===== src/rtl/wheel_encoder_odometry_macros.svh =====
// ----------------------------------------------------------------------------
// Wheel encoder odometry assertion macros
// Property shorthands for the top level, clocked on clk, off during reset.
// ----------------------------------------------------------------------------
`ifndef WHEEL_ENCODER_ODOMETRY_MACROS_SVH
`define WHEEL_ENCODER_ODOMETRY_MACROS_SVH

// same-cycle implication
`define WEO_ASSERT_IMP(lbl, ante, cons, msg) \
	lbl: assert property (@(posedge clk) disable iff (!arst_n) (ante) |-> (cons)) \
		else $error(msg);

// next-cycle implication
`define WEO_ASSERT_NEXT(lbl, ante, cons, msg) \
	lbl: assert property (@(posedge clk) disable iff (!arst_n) (ante) |=> (cons)) \
		else $error(msg);

`endif


===== src/rtl/weo_pkg.sv =====
// ----------------------------------------------------------------------------
// Wheel encoder odometry package
// Widths, register map, CORDIC table, controller states and command types.
// ----------------------------------------------------------------------------
package weo_pkg;

	localparam int DELTA_W   = 24;
	localparam int FGAIN_W   = 24;
	localparam int TGAIN_W   = 32;
	localparam int POS_W     = 32;
	localparam int ANG_W     = 32;
	localparam int APB_DW    = 32;
	localparam int APB_AW    = 3;

	// register indexes, selected by paddr[2]
	localparam logic REG_FORWARD_GAIN = 1'b0;
	localparam logic REG_TURN_GAIN    = 1'b1;

	localparam logic [FGAIN_W-1:0] FORWARD_GAIN_RST = 24'd168611;
	localparam logic [TGAIN_W-1:0] TURN_GAIN_RST    = 32'd241047738;

	localparam int FWD_PROD_W = FGAIN_W + 1 + DELTA_W + 1;
	localparam int TRN_PROD_W = TGAIN_W + 1 + DELTA_W + 1;
	localparam int DIST_W     = 30;
	localparam int INV_GAIN_W = 31;
	localparam int CX_PROD_W  = DIST_W + INV_GAIN_W;
	localparam int CORD_W     = 34;
	localparam int Z_W        = ANG_W + 1;
	localparam int SUM_W      = CORD_W + 1;
	localparam int CNT_W      = 5;

	localparam int FWD_RND     = 1 << 19;
	localparam int DTHETA_RND  = 1 << 15;
	localparam int HALF_RND    = 1 << 16;
	localparam int INV_GAIN    = 652032874;

	localparam logic [ANG_W-1:0] ATAN_TURNS [32] = '{
		32'h20000000, 32'h12E4051E, 32'h09FB385B, 32'h051111D4,
		32'h028B0D43, 32'h0145D7E1, 32'h00A2F61E, 32'h00517C55,
		32'h0028BE53, 32'h00145F2F, 32'h000A2F98, 32'h000517CC,
		32'h00028BE6, 32'h000145F3, 32'h0000A2F9, 32'h0000517D,
		32'h000028BE, 32'h0000145F, 32'h00000A30, 32'h00000518,
		32'h0000028C, 32'h00000146, 32'h000000A3, 32'h00000051,
		32'h00000029, 32'h00000014, 32'h0000000A, 32'h00000005,
		32'h00000003, 32'h00000001, 32'h00000001, 32'h00000000
	};

	typedef enum logic [2:0] {
		ST_IDLE,
		ST_SCALE,
		ST_SEED,
		ST_ITER,
		ST_ACCUM,
		ST_DONE
	} state_t;

	typedef struct packed {
		logic capture;
		logic clear;
		logic scale;
		logic seed;
		logic iterate;
		logic accumulate;
		logic publish;
	} cmd_t;

	typedef struct packed {
		logic last_iter;
	} status_t;

	typedef struct packed {
		logic [FGAIN_W-1:0] forward_gain;
		logic [TGAIN_W-1:0] turn_gain;
	} cfg_t;

	typedef struct packed {
		logic signed [POS_W-1:0] x;
		logic signed [POS_W-1:0] y;
		logic [ANG_W-1:0]        heading;
	} pose_t;

	function automatic logic signed [POS_W-1:0] sat_pos(input logic signed [SUM_W-1:0] v);
		logic signed [SUM_W-1:0] hi;
		logic signed [SUM_W-1:0] lo;
		hi = SUM_W'(32'sh7FFF_FFFF);
		lo = -hi - SUM_W'(1);
		if (v > hi) begin
			return hi[POS_W-1:0];
		end else if (v < lo) begin
			return lo[POS_W-1:0];
		end
		return v[POS_W-1:0];
	endfunction

endpackage


===== src/rtl/weo_regs.sv =====
// ----------------------------------------------------------------------------
// Odometry configuration registers
// APB write/read of the forward and turn gains; pready is tied high.
// ----------------------------------------------------------------------------
module weo_regs (
	input  logic                         clk,
	input  logic                         arst_n,
	input  logic                         psel,
	input  logic                         penable,
	input  logic                         pwrite,
	input  logic [weo_pkg::APB_AW-1:0]   paddr,
	input  logic [weo_pkg::APB_DW-1:0]   pwdata,
	output logic [weo_pkg::APB_DW-1:0]   prdata,
	output logic                         pready,
	output weo_pkg::cfg_t                cfg
);
	import weo_pkg::*;

	logic [FGAIN_W-1:0] forward_gain_q;
	logic [TGAIN_W-1:0] turn_gain_q;
	logic               wr_en;

	assign pready = 1'b1;
	assign wr_en  = psel && penable && pwrite && pready;

	always_ff @(posedge clk or negedge arst_n) begin
		if (!arst_n) begin
			forward_gain_q <= FORWARD_GAIN_RST;
			turn_gain_q    <= TURN_GAIN_RST;
		end else if (wr_en) begin
			case (paddr[2])
				REG_FORWARD_GAIN: forward_gain_q <= pwdata[FGAIN_W-1:0];
				REG_TURN_GAIN:    turn_gain_q    <= pwdata[TGAIN_W-1:0];
				default: ;
			endcase
		end
	end

	always_comb begin
		case (paddr[2])
			REG_FORWARD_GAIN: prdata = {{(APB_DW-FGAIN_W){1'b0}}, forward_gain_q};
			REG_TURN_GAIN:    prdata = turn_gain_q;
			default:          prdata = '0;
		endcase
	end

	assign cfg.forward_gain = forward_gain_q;
	assign cfg.turn_gain    = turn_gain_q;

endmodule


===== config.mk =====
export PLATFORM = sky130hd
export DESIGN_NAME = weo_regs
export DESIGN_NICKNAME = d
export VERILOG_FILES = /design/src/rtl/wheel_encoder_odometry_macros.svh /design/src/rtl/weo_pkg.sv /design/src/rtl/weo_regs.sv
export SDC_FILE = /design/constraint.sdc
export NUM_CORES = 1
export LEC_CHECK = 0
export BUFFER_PORTS_ARGS = -buffer_cell sky130_fd_sc_hd__buf_4
export CORE_ASPECT_RATIO = 1.2
export CORE_MARGIN = 8
export CORE_UTILIZATION = 45
export DETAILED_ROUTE_END_ITERATION = 6
export HOLD_SLACK_MARGIN = 0.02
export PLACE_DENSITY_LB_ADDON = 0.15
export SLEW_MARGIN = 20
export SYNTH_ARGS = -nofsm -noshare
export SYNTH_HDL_FRONTEND = slang
export SYNTH_SLANG_ARGS = --single-unit

===== constraint.sdc =====
create_clock -name clk -period 1.1 [get_ports clk]
set_input_delay 0.11 -clock clk [delete_from_list [all_inputs] [get_ports clk]]
set_output_delay 0.11 -clock clk [all_outputs]
set_load 0.03 [all_outputs]

* Word level (Yosys, flattened, before mapping) *
Cells that the tools add are included.

word-level totals
  logic and storage cells = 8
  output and inout port bits = 89
  bits in registers = 56
  input port bits = 40

cells by class
  reductions and logical operators = 4
  mux-type cells = 1
  bitwise gates (word level) = 1

operators with widths
  cell               number
  $pmux 32 s2        1
  $reduce_and 2->1   2
  $logic_and 1x1->1  2
  $not 1->1          1

* Longest topological paths before layout *
  depth after elaboration = 3
  depth in mapped cells = 4
  gate-level depth less buffers = 2

* Least setup slack after synthesis *
OpenSTA, ideal clock, no wires.

  path type = reg-to-output
  start = reg turn_gain_q[25]
  end = out prdata[25] (netlist bit)
  slack = 0.061 ns
  stages on the path, launching flop included = 2
  arrival = 0.929 ns
  path buffers = 0
  data required time = 0.990 ns
  path through = dfstp_2 and2_1

between the ends
  longest elaborated chain between the ends = 1

ends and longest elaborated chain
  what                    line            source
  start, declared         weo_regs.sv:20  logic [TGAIN_W-1:0] turn_gain_q;
  start signal, assigned  weo_regs.sv:33  REG_TURN_GAIN: turn_gain_q <= pwdata[TGAIN_W-1:0];
  $pmux 32 s2             weo_regs.sv:40  case (paddr[2])
  end, declared           weo_regs.sv:13  output logic [weo_pkg::APB_DW-1:0] prdata,

No other way between the ends.

* Final worst setup path *
  start = reg turn_gain_q[3]
  end = out prdata[3] (netlist bit)

Same word-level chain as after synthesis.

==> flow_summary.yaml <==
run_status:
  failed_checks: "negative setup slack"
  status: "complete, but fails checks"
cells_and_area:
  drive_gt1_share_pct: 88.3
  fill_cells: 297
  final_area_um2: 4700
  antennaDiodeCount: 0
  nets: 380
  regArea_um2: 1430
  finalNonFillerCells: 405
  syn_to_final_growth_pct: 81.3
  multi_input_area_um2: 1160
grt:
  grt_max_degree: 27
  overflow: 0
  antenna_found_initial: 0
  grt_first_pass_wirelength_um: 12200
  grt_pass1_vias: 2223
  track_usage_pct: 18.3
sta:
  rsz0062_at_grt: "true"
  finClkSkew_ps: 0
  hold-worst-slack_ps: 34.0
  hold_viol: 0
  setup_viol: 55
  period_needed_ps: 1300
  fmax_mhz: 771
  period_share_pct: 118
  fin_ws_ps: -197
  tns_ps: -6030
  finalMaxSlewViolations: 0
clock_network:
  cts_sinks: 56
  clk_pin_slew_ps: 100
  insertion_delay_ps: 300
  cts_root_buf: "clkbuf_8"
  cts_tree: "done"
  cts_buffer_depth: 2
  htree_levels: 2
  cts-buffers-inserted: 5
placement:
  dp.cells: 343
  port_buffers: 125
  post-dp-hpwl_um: 4800
  place.gp.congestion: 0.693
  place_area_um2: 3640
critical_path:
  slowest_delay_ps: 590
  worstPathCellList: "mux2_4 > buf_6"
  cp-start-kind: "flop"
  worstPathArrival_ps: 1190
  path_class: "flop to output port"
  critPathCaptureType: "output port"
  required_ps: 990
  critPathMaxFanout: 3
  worst_path_max_delay_cell: "dfstp_2"
die:
  io_pins: 129
  initial_core_util_pct: 46.1
  die_width_um: 85.3
  rows: 30
  die_area_um2: 8460
  die_y_um: 99.2
  design.core.area_um2: 5630
routing:
  drtIter0Drc: 63
  post_drt_wl_per_cell_um: 20.5
  drc: 0
  ant_nets: 0
  vias: 2039
  dr.pass1.iters: 4
  viasPerCell: 5.03
  routed_wl_um: 8300
logic_synthesis:
  synth_cells: 157
  synth_fp_nets: 197
  ys_top_cells_by_count: "mux2_2, dfrtp_1, dfstp_2"
  ys.flop_type: "dfrtp_1"
  ys_seq_area_share_pct: 55.1
  ys_async_sr_fraction_pct: 100
  synth_edf_count: 0
  post-synth-top-area-cell: "dfrtp_1"
  syn-cell-area_um2: 2590
  ys_seq_elements: 56
  syn_avg_cell_area_um2: 16.5
  ys_warn_count: 0
  synth_top_area_share_pct: 31.8
  synth.area.top_cells: "dfrtp_1, mux2_2, dfstp_2"
  synth_cell_type_count: 13
  yosys.cell_count.top_type: "mux2_2"
power_and_ir_drop:
  leakage_nw: 2.34
  power_mw: 9.74
  peakVddDrop_v: 0.00126
  powerDensity_nw_per_um2: 2070
job:
  cap_violations: 0
min_path:
  worstHoldPathType: "primary input to flop"
flip-flops by register name, indices dropped and copies added (netlist names):
name            cells
turn_gain_q        32
forward_gain_q     24
power by group:
group	leakage [nW]	switching [mW]	internal (mW)	total [mW]
clock network	0.0541	0.664	0.675	1.34
registers	0.638	0.407	2.66	3.06
logic	1.65	2.50	2.84	5.33
final timing paths:
kind	end	depth (start not counted)	slack, ps	start
max	prdata[3]	2	-200	turn_gain_q[3]
min	turn_gain_q[27]	2	30	pwdata[27]
max reg2reg	forward_gain_q[0]	4	40	forward_gain_q[0]
min reg2reg	turn_gain_q[30]	1	520	turn_gain_q[30]
max in group asynchronous	forward_gain_q[15]	3	350	arst_n
min in group asynchronous	forward_gain_q[2]	2	220	arst_n
cell type report:
type / count / area share [%]
clock buffer: 5 / 1.46
clock inverter: 3 / 0.904
multi-input combinational: 91 / 24.7
sequential: 56 / 30.4
tap: 64 / 1.70
timing repair buffer: 186 / 40.8
worst max-delay path: cells and delay by family (launching register included):
kind	cells	cell delay, ps
buffers and inverters	1	120
flip-flops	1	590
multiplexers	1	170
cell usage in the layout, fill, tap and decap left out, types with 2 or more instances in the layout:
cell type      count
buf_6            120
buf_4             57
mux2_2            40
mux2_4            38
dfrtp_1           33
dfstp_2           23
and2_4             8
clkbuf_8           5
buf_12             5
dlygate4sd3_1      4
mux2_1             2
metrics by stage:
step | worst slack, ps | util (%)
floorplan | 61.4 | -
CTS | -181 | 78.9
global placement | -7.41 | 64.6
finish | -197 | 83.5
global route | -223 | 83.5
detailed placement | -24.5 | 64.6
timing repair:
action | in CTS | in global routing
pin swaps | 1 | 0
setup endpoints to repair | 55 | 78
endpoints found under the hold margin | 43 | 1
setup buffers | 34 | 22
hold buffers | 3 | 1
resized for setup | 111 | 39
metal layers:
| layer | share of wire (%) | wire, µm | GRT usage (%) |
|---|---|---|---|
| met5 | 0 | 0 | 0 |
| met4 | 0.68 | 56 | 3.92 |
| met3 | 5.9 | 492 | 5.69 |
| met2 | 53 | 4400 | 32.2 |
| met1 | 40 | 3350 | 21.1 |
logic make-up after synthesis:
| kind of cell | count (synthesis) | synth area share (%) |
|---|---|---|
| buffers and inverters | 10 | 3.42 |
| AND/OR/NAND/NOR | 10 | 3.67 |
| other | 1 | 0.145 |
| flip-flops | 56 | 55.1 |
| multiplexers | 80 | 37.6 |
Power figures use the tool's default switching activity.
