<file path="src/rtl/wheel_encoder_odometry_macros.svh">
// ----------------------------------------------------------------------------
// Wheel encoder odometry assertion macros
// Property shorthands for the top level, clocked on clk, off during reset.
// ----------------------------------------------------------------------------
`ifndef WHEEL_ENCODER_ODOMETRY_MACROS_SVH
`define WHEEL_ENCODER_ODOMETRY_MACROS_SVH

// same-cycle implication
`define WEO_ASSERT_IMP(lbl, ante, cons, msg) \
	lbl: assert property (@(posedge clk) disable iff (!arst_n) (ante) |-> (cons)) \
		else $error(msg);

// next-cycle implication
`define WEO_ASSERT_NEXT(lbl, ante, cons, msg) \
	lbl: assert property (@(posedge clk) disable iff (!arst_n) (ante) |=> (cons)) \
		else $error(msg);

`endif

</file>
<file path="src/rtl/weo_pkg.sv">
// ----------------------------------------------------------------------------
// Wheel encoder odometry package
// Widths, register map, CORDIC table, controller states and command types.
// ----------------------------------------------------------------------------
package weo_pkg;

	localparam int DELTA_W   = 24;
	localparam int FGAIN_W   = 24;
	localparam int TGAIN_W   = 32;
	localparam int POS_W     = 32;
	localparam int ANG_W     = 32;
	localparam int APB_DW    = 32;
	localparam int APB_AW    = 3;

	// register indexes, selected by paddr[2]
	localparam logic REG_FORWARD_GAIN = 1'b0;
	localparam logic REG_TURN_GAIN    = 1'b1;

	localparam logic [FGAIN_W-1:0] FORWARD_GAIN_RST = 24'd168611;
	localparam logic [TGAIN_W-1:0] TURN_GAIN_RST    = 32'd241047738;

	localparam int FWD_PROD_W = FGAIN_W + 1 + DELTA_W + 1;
	localparam int TRN_PROD_W = TGAIN_W + 1 + DELTA_W + 1;
	localparam int DIST_W     = 30;
	localparam int INV_GAIN_W = 31;
	localparam int CX_PROD_W  = DIST_W + INV_GAIN_W;
	localparam int CORD_W     = 34;
	localparam int Z_W        = ANG_W + 1;
	localparam int SUM_W      = CORD_W + 1;
	localparam int CNT_W      = 5;

	localparam int FWD_RND     = 1 << 19;
	localparam int DTHETA_RND  = 1 << 15;
	localparam int HALF_RND    = 1 << 16;
	localparam int INV_GAIN    = 652032874;

	localparam logic [ANG_W-1:0] ATAN_TURNS [32] = '{
		32'h20000000, 32'h12E4051E, 32'h09FB385B, 32'h051111D4,
		32'h028B0D43, 32'h0145D7E1, 32'h00A2F61E, 32'h00517C55,
		32'h0028BE53, 32'h00145F2F, 32'h000A2F98, 32'h000517CC,
		32'h00028BE6, 32'h000145F3, 32'h0000A2F9, 32'h0000517D,
		32'h000028BE, 32'h0000145F, 32'h00000A30, 32'h00000518,
		32'h0000028C, 32'h00000146, 32'h000000A3, 32'h00000051,
		32'h00000029, 32'h00000014, 32'h0000000A, 32'h00000005,
		32'h00000003, 32'h00000001, 32'h00000001, 32'h00000000
	};

	typedef enum logic [2:0] {
		ST_IDLE,
		ST_SCALE,
		ST_SEED,
		ST_ITER,
		ST_ACCUM,
		ST_DONE
	} state_t;

	typedef struct packed {
		logic capture;
		logic clear;
		logic scale;
		logic seed;
		logic iterate;
		logic accumulate;
		logic publish;
	} cmd_t;

	typedef struct packed {
		logic last_iter;
	} status_t;

	typedef struct packed {
		logic [FGAIN_W-1:0] forward_gain;
		logic [TGAIN_W-1:0] turn_gain;
	} cfg_t;

	typedef struct packed {
		logic signed [POS_W-1:0] x;
		logic signed [POS_W-1:0] y;
		logic [ANG_W-1:0]        heading;
	} pose_t;

	function automatic logic signed [POS_W-1:0] sat_pos(input logic signed [SUM_W-1:0] v);
		logic signed [SUM_W-1:0] hi;
		logic signed [SUM_W-1:0] lo;
		hi = SUM_W'(32'sh7FFF_FFFF);
		lo = -hi - SUM_W'(1);
		if (v > hi) begin
			return hi[POS_W-1:0];
		end else if (v < lo) begin
			return lo[POS_W-1:0];
		end
		return v[POS_W-1:0];
	endfunction

endpackage

</file>
<file path="src/rtl/weo_ctrl.sv">
// ----------------------------------------------------------------------------
// Odometry controller
// Sequences scale, CORDIC seed, iterations, pose update and result transfer.
// ----------------------------------------------------------------------------
module weo_ctrl (
	input  logic              clk,
	input  logic              arst_n,
	input  logic              in_valid,
	input  logic              in_command,
	output logic              in_ready,
	output logic              out_valid,
	input  logic              out_ready,
	input  weo_pkg::status_t  status,
	output weo_pkg::cmd_t     cmd
);
	import weo_pkg::*;

	state_t state_q;
	state_t state_d;
	logic   out_valid_q;

	always_ff @(posedge clk or negedge arst_n) begin
		if (!arst_n) begin
			state_q     <= ST_IDLE;
			out_valid_q <= 1'b0;
		end else begin
			state_q <= state_d;
			if (cmd.publish) begin
				out_valid_q <= 1'b1;
			end else if (out_ready) begin
				out_valid_q <= 1'b0;
			end
		end
	end

	always_comb begin
		state_d  = state_q;
		cmd      = '0;
		in_ready = 1'b0;
		case (state_q)
			ST_IDLE: begin
				in_ready = 1'b1;
				if (in_valid) begin
					cmd.capture = 1'b1;
					if (in_command) begin
						cmd.clear = 1'b1;
						state_d   = ST_DONE;
					end else begin
						state_d = ST_SCALE;
					end
				end
			end
			ST_SCALE: begin
				cmd.scale = 1'b1;
				state_d   = ST_SEED;
			end
			ST_SEED: begin
				cmd.seed = 1'b1;
				state_d  = ST_ITER;
			end
			ST_ITER: begin
				cmd.iterate = 1'b1;
				if (status.last_iter) begin
					state_d = ST_ACCUM;
				end
			end
			ST_ACCUM: begin
				cmd.accumulate = 1'b1;
				state_d        = ST_DONE;
			end
			ST_DONE: begin
				// hold until the output register is free or being drained
				if (!out_valid_q || out_ready) begin
					cmd.publish = 1'b1;
					state_d     = ST_IDLE;
				end
			end
			default: begin
				state_d = ST_IDLE;
			end
		endcase
	end

	assign out_valid = out_valid_q;

endmodule

</file>
<file path="config.mk">
export PLATFORM = sky130hd
export DESIGN_NAME = weo_ctrl
export DESIGN_NICKNAME = d
export VERILOG_FILES = /design/src/rtl/wheel_encoder_odometry_macros.svh /design/src/rtl/weo_pkg.sv /design/src/rtl/weo_ctrl.sv
export SDC_FILE = /design/constraint.sdc
export NUM_CORES = 1
export LEC_CHECK = 0
export BUFFER_PORTS_ARGS = -buffer_cell sky130_fd_sc_hd__buf_2
export CAP_MARGIN = 20
export CORE_AREA = 10 10 47 49
export CTS_BUF_LIST = sky130_fd_sc_hd__clkbuf_8
export CTS_CLUSTER_SIZE = 30
export DETAILED_ROUTE_END_ITERATION = 12
export DIE_AREA = 0 0 57 59
export GPL_ROUTABILITY_DRIVEN = 0
export PLACE_DENSITY = 0.4
export SYNTH_ARGS = -nofsm -noshare
export SYNTH_HDL_FRONTEND = slang
export SYNTH_SLANG_ARGS = --single-unit
</file>
<file path="constraint.sdc">
create_clock -name clk -period 2 [get_ports clk]
set_input_delay 0.1 -clock clk [delete_from_list [all_inputs] [get_ports clk]]
set_output_delay 0.1 -clock clk [all_outputs]
set_load 0.005 [all_outputs]
</file>
== Yosys cells after proc, flatten, opt, wreduce, memory -nomap -nowiden ==
Index checks and enable logic that the tools add are counted.

* Equal/unequal tests: 8
* Muxes and demuxes: 17
* Reductions and logical operators: 5

{| class="wikitable"
|+ Operators by type and width
! operator !! number
|-
| $pmux 3 s6 || 1
|-
| $mux 3 || 4
|-
| $mux 1 || 10
|-
| $eq 3x2->1 const B || 2
|-
| $eq 3x3->1 const B || 2
|-
| $ne 2x2->1 const B || 3
|-
| $mux 2 || 2
|-
| $eq 3x1->1 const B || 1
|-
| $logic_not 3->1 || 1
|-
| $reduce_and 3->1 || 1
|-
| $reduce_bool 2->1 || 1
|-
| $logic_not 1->1 || 1
|-
| $logic_or 1x1->1 || 1
|}

* Bits in registers: 4
* Input port bits: 6
* Output and inout bits: 9
* Logic and storage cells: 32

== Longest topological paths before layout ==
Gate-level depths: netlist of run 1.

* Depth in word-level cells: 5
* Gate-level depth with buffers: 4
* Mapped depth without buffers: 3

== Worst setup path after synthesis of run 1 ==
No wires, ideal clock.

* Path kind: reg-to-output
* From: register state_q[0]
* To: output cmd[5] (netlist bit)
* Arrival time: 821 ps
* Required time: 1,900 ps
* Slack: 1,079 ps
* Cell stages (with the launch flop): 4
* Buffers on the path: 0
* Cells stage by stage: dfrtp_1 -> nor2b_1 -> nand2_1 -> nor3_1

{| class="wikitable"
|+ RTL lines
! what !! line !! text
|-
| start: declaration || weo_ctrl.sv:18 || <nowiki>state_t state_q;</nowiki>
|-
| start signal: assignment || weo_ctrl.sv:27 || <nowiki>state_q <= state_d;</nowiki>
|-
| end: declaration || weo_ctrl.sv:14 || <nowiki>output weo_pkg::cmd_t cmd</nowiki>
|}

==> results of run 1 <==
-- layer usage --
layer | track usage | routed length [µm]
met5 | 0 | 0
met3 | 0.0279 | 70
met2 | 0.0605 | 298
met1 | 0.0478 | 272
met4 | 0.0604 | 27
-- how the worst max path moves through the flow --
stage,start,end
2_1_floorplan,state_q[0],cmd[5]
3_3_place_gp,state_q[0],cmd[5]
3_5_place_dp,state_q[0],cmd[5]
4_1_cts,state_q[0],cmd[5]
5_1_grt,state_q[0],cmd[5]
6_report,state_q[0],cmd[5]
-- flip-flops by register name, indices dropped and copies added (netlist names) --
name       flops
state_q        3
out_valid      1
-- power groups by stage --
stage	Combinational, mW	Sequential, mW	Clock (mW)
finish	0.209	0.185	0.170
CTS	0.218	0.187	0.177
global route	0.248	0.199	0.185
floorplan	0.161	0.147	0
detailed placement	0.216	0.188	0
global placement	0.216	0.191	0
-- kinds of logic (layout without fill, tap and decap cells) --
logic type	count (synthesis)	count (layout)	synth area share
DFF	4	4	0.419
muxes	1	1	0.0419
AOI/OAI and AO/OA	4	4	0.0995
buffers and inverters	2	19	0.0366
and+or+nand+nor	17	17	0.403
-- per-stage QoR --
stage                     power, mW  hold WS (ns)
final                         0.564         0.194
after global routing          0.633         0.211
after detailed placement      0.404       -0.0899
after floorplan               0.309        -0.196
after global placement        0.407       -0.0906
after CTS                     0.583         0.193
-- critical path, cell delays in order (launching register included) --
cell and delay, ns:
dfrtp_1 0.45, nor2b_1 0.19, nand2_1 0.09, nor3_1 0.13, buf_2 0.14
-- layout by cell type, fill, tap and decap left out, types with 2 or more instances in the layout --
cell type / instances
clkbuf_8: 3
buf_2: 14
nor2_1: 3
nor3_1: 3
nand2_1: 3
dfrtp_1: 4
nor2b_1: 2
o21ai_1: 2
nand2b_1: 2
-- area by class of cell --
type | count | area [µm²]
sequential | 4 | 100
inverter | 1 | 3.75
clock buffer | 3 | 41.3
tap | 16 | 20.0
fill | 172 | 1030
multi-input combinational | 22 | 130
timing repair buffer | 15 | 80.1
==> results.txt, run 1 <==
Post-synth EDFFs - 0
FFs w/ async S/R, synth - 1.00
Largest net degree at the start of global routing - 10
CTS max path bufs - 2
WP data required - 1.90 ns
CP max FO - 7
Layout Skew - 0.00439 ns
Setup slack at placement - 0.910 ns
DR vias - 264
Placed Area - 324 µm²
Post-synth top cells - dfrtp_1, nand2_1, nor2_1, nor3_1
Die X - 57 µm
Layout cell share with drive strength beyond 1 - 0.444
Critical Path Start Type - flop
Gr usage total - 0.0477
Die ar. - 0.00336 mm²
Leak pwr - 0.196 nW
Seq pwr share - 0.328
Root Driver - clkbuf_8
Routed WL per cell - 11.0 µm
Worst Max-Slew Pin Slew - 0.339 ns
Most numerous cell in the Yosys netlist - dfrtp_1
Combinational power share - 0.371
Reg2Reg Depth - 3
Num ports - 15
Top_reg_cell synth - dfrtp_1
Register area share after synthesis - 0.419
Worst R2R End - state_q[2]
Clock share of power - 0.301
Initial DRC count - 4
Final setup fails - 0
Status - finished, final reports clean
H-tree depth - 1
CTS Hold Buffers Added - 1
Effective utilization at floorplan - 0.171
Cell area after synthesis - 239 µm²
N_diodes - 0
Final Hold Fails - 0
Die height - 59 µm
Worst Hold Launch - out_ready
Synthesis-to-layout area growth - 57.1%
Int Pwr - 0.355 mW
Switching portion of total power - 0.370
ANT nets after route - 0
Period utilization - 0.656
Critical path type - reg2out
Fin crit period - 1.31 ns
Worst Slack Setup Final - 0.687 ns
First-pass DRT Iterations - 4
Crit. End Element - primary output
Post CTS Setup Buffer Count - 0
Initial antenna violation count - 0
Vias in the first global route - 293
WHS Path Cells - 3
Final Max Tran Viols - 0
Psw - 0.209 mW
Placed cell count - 57
Area contributors post-synth - dfrtp_1, nor3_1, nor2b_4
DR DRC count - 0
Via density per instance - 4.33
Hold Path Class - in2reg
Syn. warnings - 0
VDD IR max - 0.000533 V
WHS Endpoint - out_valid
Worst-path clk slew - 0.03 ns
PostCTS Resize Cnt - 0
Fin area - 375 µm²
Post-Route WL - 669 µm
Syn Nets - 34
TNS Setup - 0 ns
First-pass GRT wire length - 1.20 mm
Post-DP HPWL - 542 µm
R2R Path Start - state_q[2]
Reg-to-reg slack, setup - 0.98 ns
Post-route insts no fill - 61
Row cnt - 14
Core area - 0.00140 mm²
Slew Limit Headroom - 0.774
Top cell type's share of synthesized area - 0.419
Clock Latency Late Sink - 0.22 ns
PortBufs - 14
Final Util - 0.268
Synth area leader - dfrtp_1
Critical path data arrival time - 1.21 ns
CTS tree - built
Fin nets - 53
CTS Sinks - 4
Synth cell types - 16
Unrepaired setup endpoints after global routing - false
Remaining Overflow, GRT - 0
Fmax - 0.762 GHz
Mapped Cells - 28
Max Cap Viol - 0
Pwr dens - 1500 mW/mm²
CTS Buf Count - 3
Yosys reg bits - 4
Synth Area per Inst - 8.53 µm²
Power figures use the tool's default switching activity.
==> run 2: changes to the inputs <==
--- a/config.mk
+++ b/config.mk
@@ -5,6 +5,7 @@
 export SDC_FILE = /design/constraint.sdc
 export NUM_CORES = 1
 export LEC_CHECK = 0
+export ABC_AREA = 1
 export BUFFER_PORTS_ARGS = -buffer_cell sky130_fd_sc_hd__buf_2
 export CAP_MARGIN = 20
 export CORE_AREA = 10 10 47 49
@@ -13,7 +14,7 @@
 export DETAILED_ROUTE_END_ITERATION = 12
 export DIE_AREA = 0 0 57 59
 export GPL_ROUTABILITY_DRIVEN = 0
-export PLACE_DENSITY = 0.4
+export PLACE_DENSITY = 0.42
 export SYNTH_ARGS = -nofsm -noshare
 export SYNTH_HDL_FRONTEND = slang
 export SYNTH_SLANG_ARGS = --single-unit
==> constraint.sdc (replaced) <==
create_clock -name clk -period 1.3 [get_ports clk]
set_input_delay 0.065 -clock clk [delete_from_list [all_inputs] [get_ports clk]]
set_output_delay 0.065 -clock clk [all_outputs]
set_load 0.005 [all_outputs]
==> run 2 against run 1 <==
  * Utilization up 3.8 points
  * Highest routed layer is now met3
  * Routed wire length up 9.6%
  * Largest power group unchanged
  * Area after synthesis up 10%
  * Non-clock buffer count up 1
  * Setup slack worse by 0.57 ns
  * Global-route usage up 0.24 points
==> results.txt, run 2 <==
Status - finished, final reports clean
Top cell type's share of synthesized area - 0.379
DR DRC count - 0
Initial DRC count - 1
H-tree depth - 1
Remaining Overflow, GRT - 0
Fillers - 169
Period utilization - 0.912
Multiplexer area fraction after synthesis - 0
PortBufs - 14
FFs w/ async S/R, synth - 1.00
Most numerous cell in the Yosys netlist - inv_1
Routed WL per cell - 10.0 µm
Commonest non-fill, non-tap cell in the layout - buf_2
Final setup fails - 0
Layout cell share with drive strength beyond 1 - 0.509
CP max FO - 5
Synth Area in Compound Gates - 0.0758
Yosys reg bits - 4
Clock Latency Late Sink - 0.22 ns
Largest Register - state_q
Worst-path clk slew - 0.03 ns
Synth cell types - 14
Synthesis-to-layout area growth - 62.6%
Cell area after synthesis - 264 µm²
WP data required - 1.24 ns
Layout Skew - 0.00656 ns
Register area share after synthesis - 0.379
Via density per instance - 4.21
Synth area leader - dfrtp_1
Effective utilization at floorplan - 0.188
Final Max Tran Viols - 0
Adder-Cell Fraction of Synth Area - 0
CTS max path bufs - 2
Critical path data arrival time - 1.12 ns
First-pass GRT wire length - 1.32 mm
First-pass DRT Iterations - 4
Area contributors post-synth - dfrtp_1, inv_1, nand2_1
Fmax - 0.843 GHz
Post-synth EDFFs - 0
Num ports - 15
Pwr dens - 2370 mW/mm²
Row cnt - 14
Mapped Cells - 38
Die height - 59 µm
CTS Sinks - 4
Post-synthesis simple-gate area fraction - 0.431
Largest net degree at the start of global routing - 8
Fin nets - 65
DR vias - 307
Post-DP HPWL - 601 µm
Max Cap Viol - 0
Unrepaired setup endpoints after global routing - false
Syn. warnings - 0
Gr usage total - 0.0501
VDD IR max - 0.000993 V
Die ar. - 0.00336 mm²
Most frequent cells in the layout - buf_2, inv_1, nand2_1
ANT nets after route - 0
Critical Path Start Type - flop
Final Hold Fails - 0
Fin crit period - 1.19 ns
Post-synth top cells - inv_1, nand2_1, nor2_1, dfrtp_1
Top_reg_cell synth - dfrtp_1
Critical path type - reg2out
Crit. End Element - primary output
Post-Route WL - 733 µm
Root Driver - clkbuf_8
Initial antenna violation count - 0
Die X - 57 µm
CTS tree - built
Vias in the first global route - 327
Total chip power - 1.02 mW
Syn Nets - 44
TNS Setup - 0 ns
Post-synthesis xor/xnor area fraction - 0
N_diodes - 0
CTS Buf Count - 3
Leak pwr - 0.246 nW
Worst Max-Slew Pin Slew - 0.193 ns
Core area - 0.00140 mm²
Max reg flops - 3
Hold Path Class - in2reg
Synth Area per Inst - 6.95 µm²
Largest family of logic cells by synthesized area - simple AND/OR/NAND/NOR gates
Slew Limit Headroom - 0.870
## run 2: what timing repair did
action	4_1_cts	5_1_grt
gates resized for setup	1	6
endpoints found under the hold margin	4	0
hold buffers	1	0
setup endpoints to repair	1	2
buffers inserted	0	1
## run 2: path summary, 6_finish.rpt
kind	startpoint	to	slack, ns	cells past startpoint
setup / recovery	state_q[1]	cmd[1]	0.11	3
hold / removal	out_ready	out_valid	0.05	2
setup reg to reg	state_q[1]	state_q[0]	0.21	6
hold reg to reg	out_valid	out_valid	0.54	2
max in group asynchronous	arst_n	state_q[2]	0.98	2
min in group asynchronous	arst_n	out_valid	0.19	2
## run 2: cell type report
type,instances,area [µm²],share of cell area
multi-input cells,26,146,0.341
inverters,8,30.0,0.0700
clock buffers,3,41.3,0.0962
well taps,16,20.0,0.0466
repair buffers,16,87.6,0.204
flip-flops and latches,4,104,0.242
## run 2: logic make-up (layout without fill, tap and decap cells)
kind of cell / Yosys count / count (layout)
and+or+nand+nor: 22 / 22
buffers and inverters: 8 / 27
AOI/OAI and AO/OA: 4 / 4
DFF: 4 / 4
## run 2: report_power, final
| group | leakage, nW | total [mW] | switching, mW | internal [mW] |
|---|---|---|---|---|
| clock | 0.0216 | 0.259 | 0.0618 | 0.197 |
| sequential | 0.0469 | 0.291 | 0.0967 | 0.194 |
| combinational | 0.178 | 0.466 | 0.248 | 0.218 |
## run 2: through the flow
stage | hold WS (ns) | cells | instance area (µm²) | setup slack [ns] | util
CTS | 0.0499 | 72 | 408 | 0.0255 | 0.291
floorplan | -0.231 | 38 | 264 | 0.358 | -
finish | 0.0486 | 73 | 429 | 0.114 | 0.306
detailed placement | -0.126 | 68 | 354 | 0.230 | 0.253
global route | 0.0479 | 73 | 429 | 0.0330 | 0.306
global placement | -0.121 | 68 | 354 | 0.243 | 0.253
## run 2: critical path: stages (launching register included)
cell and delay (ns):
dfrtp_2 0.44, buf_4 0.16, nor3_1 0.17, buf_2 0.14
## run 2: metal layers
| layer | wire [µm] | global-route usage | part of all wire |
|---|---|---|---|
| met1 | 362 | 0.0544 | 0.49 |
| met2 | 327 | 0.0682 | 0.45 |
| met3 | 42 | 0.0365 | 0.057 |
| met4 | 0 | 0.0302 | 0 |
| met5 | 0 | 0 | 0 |
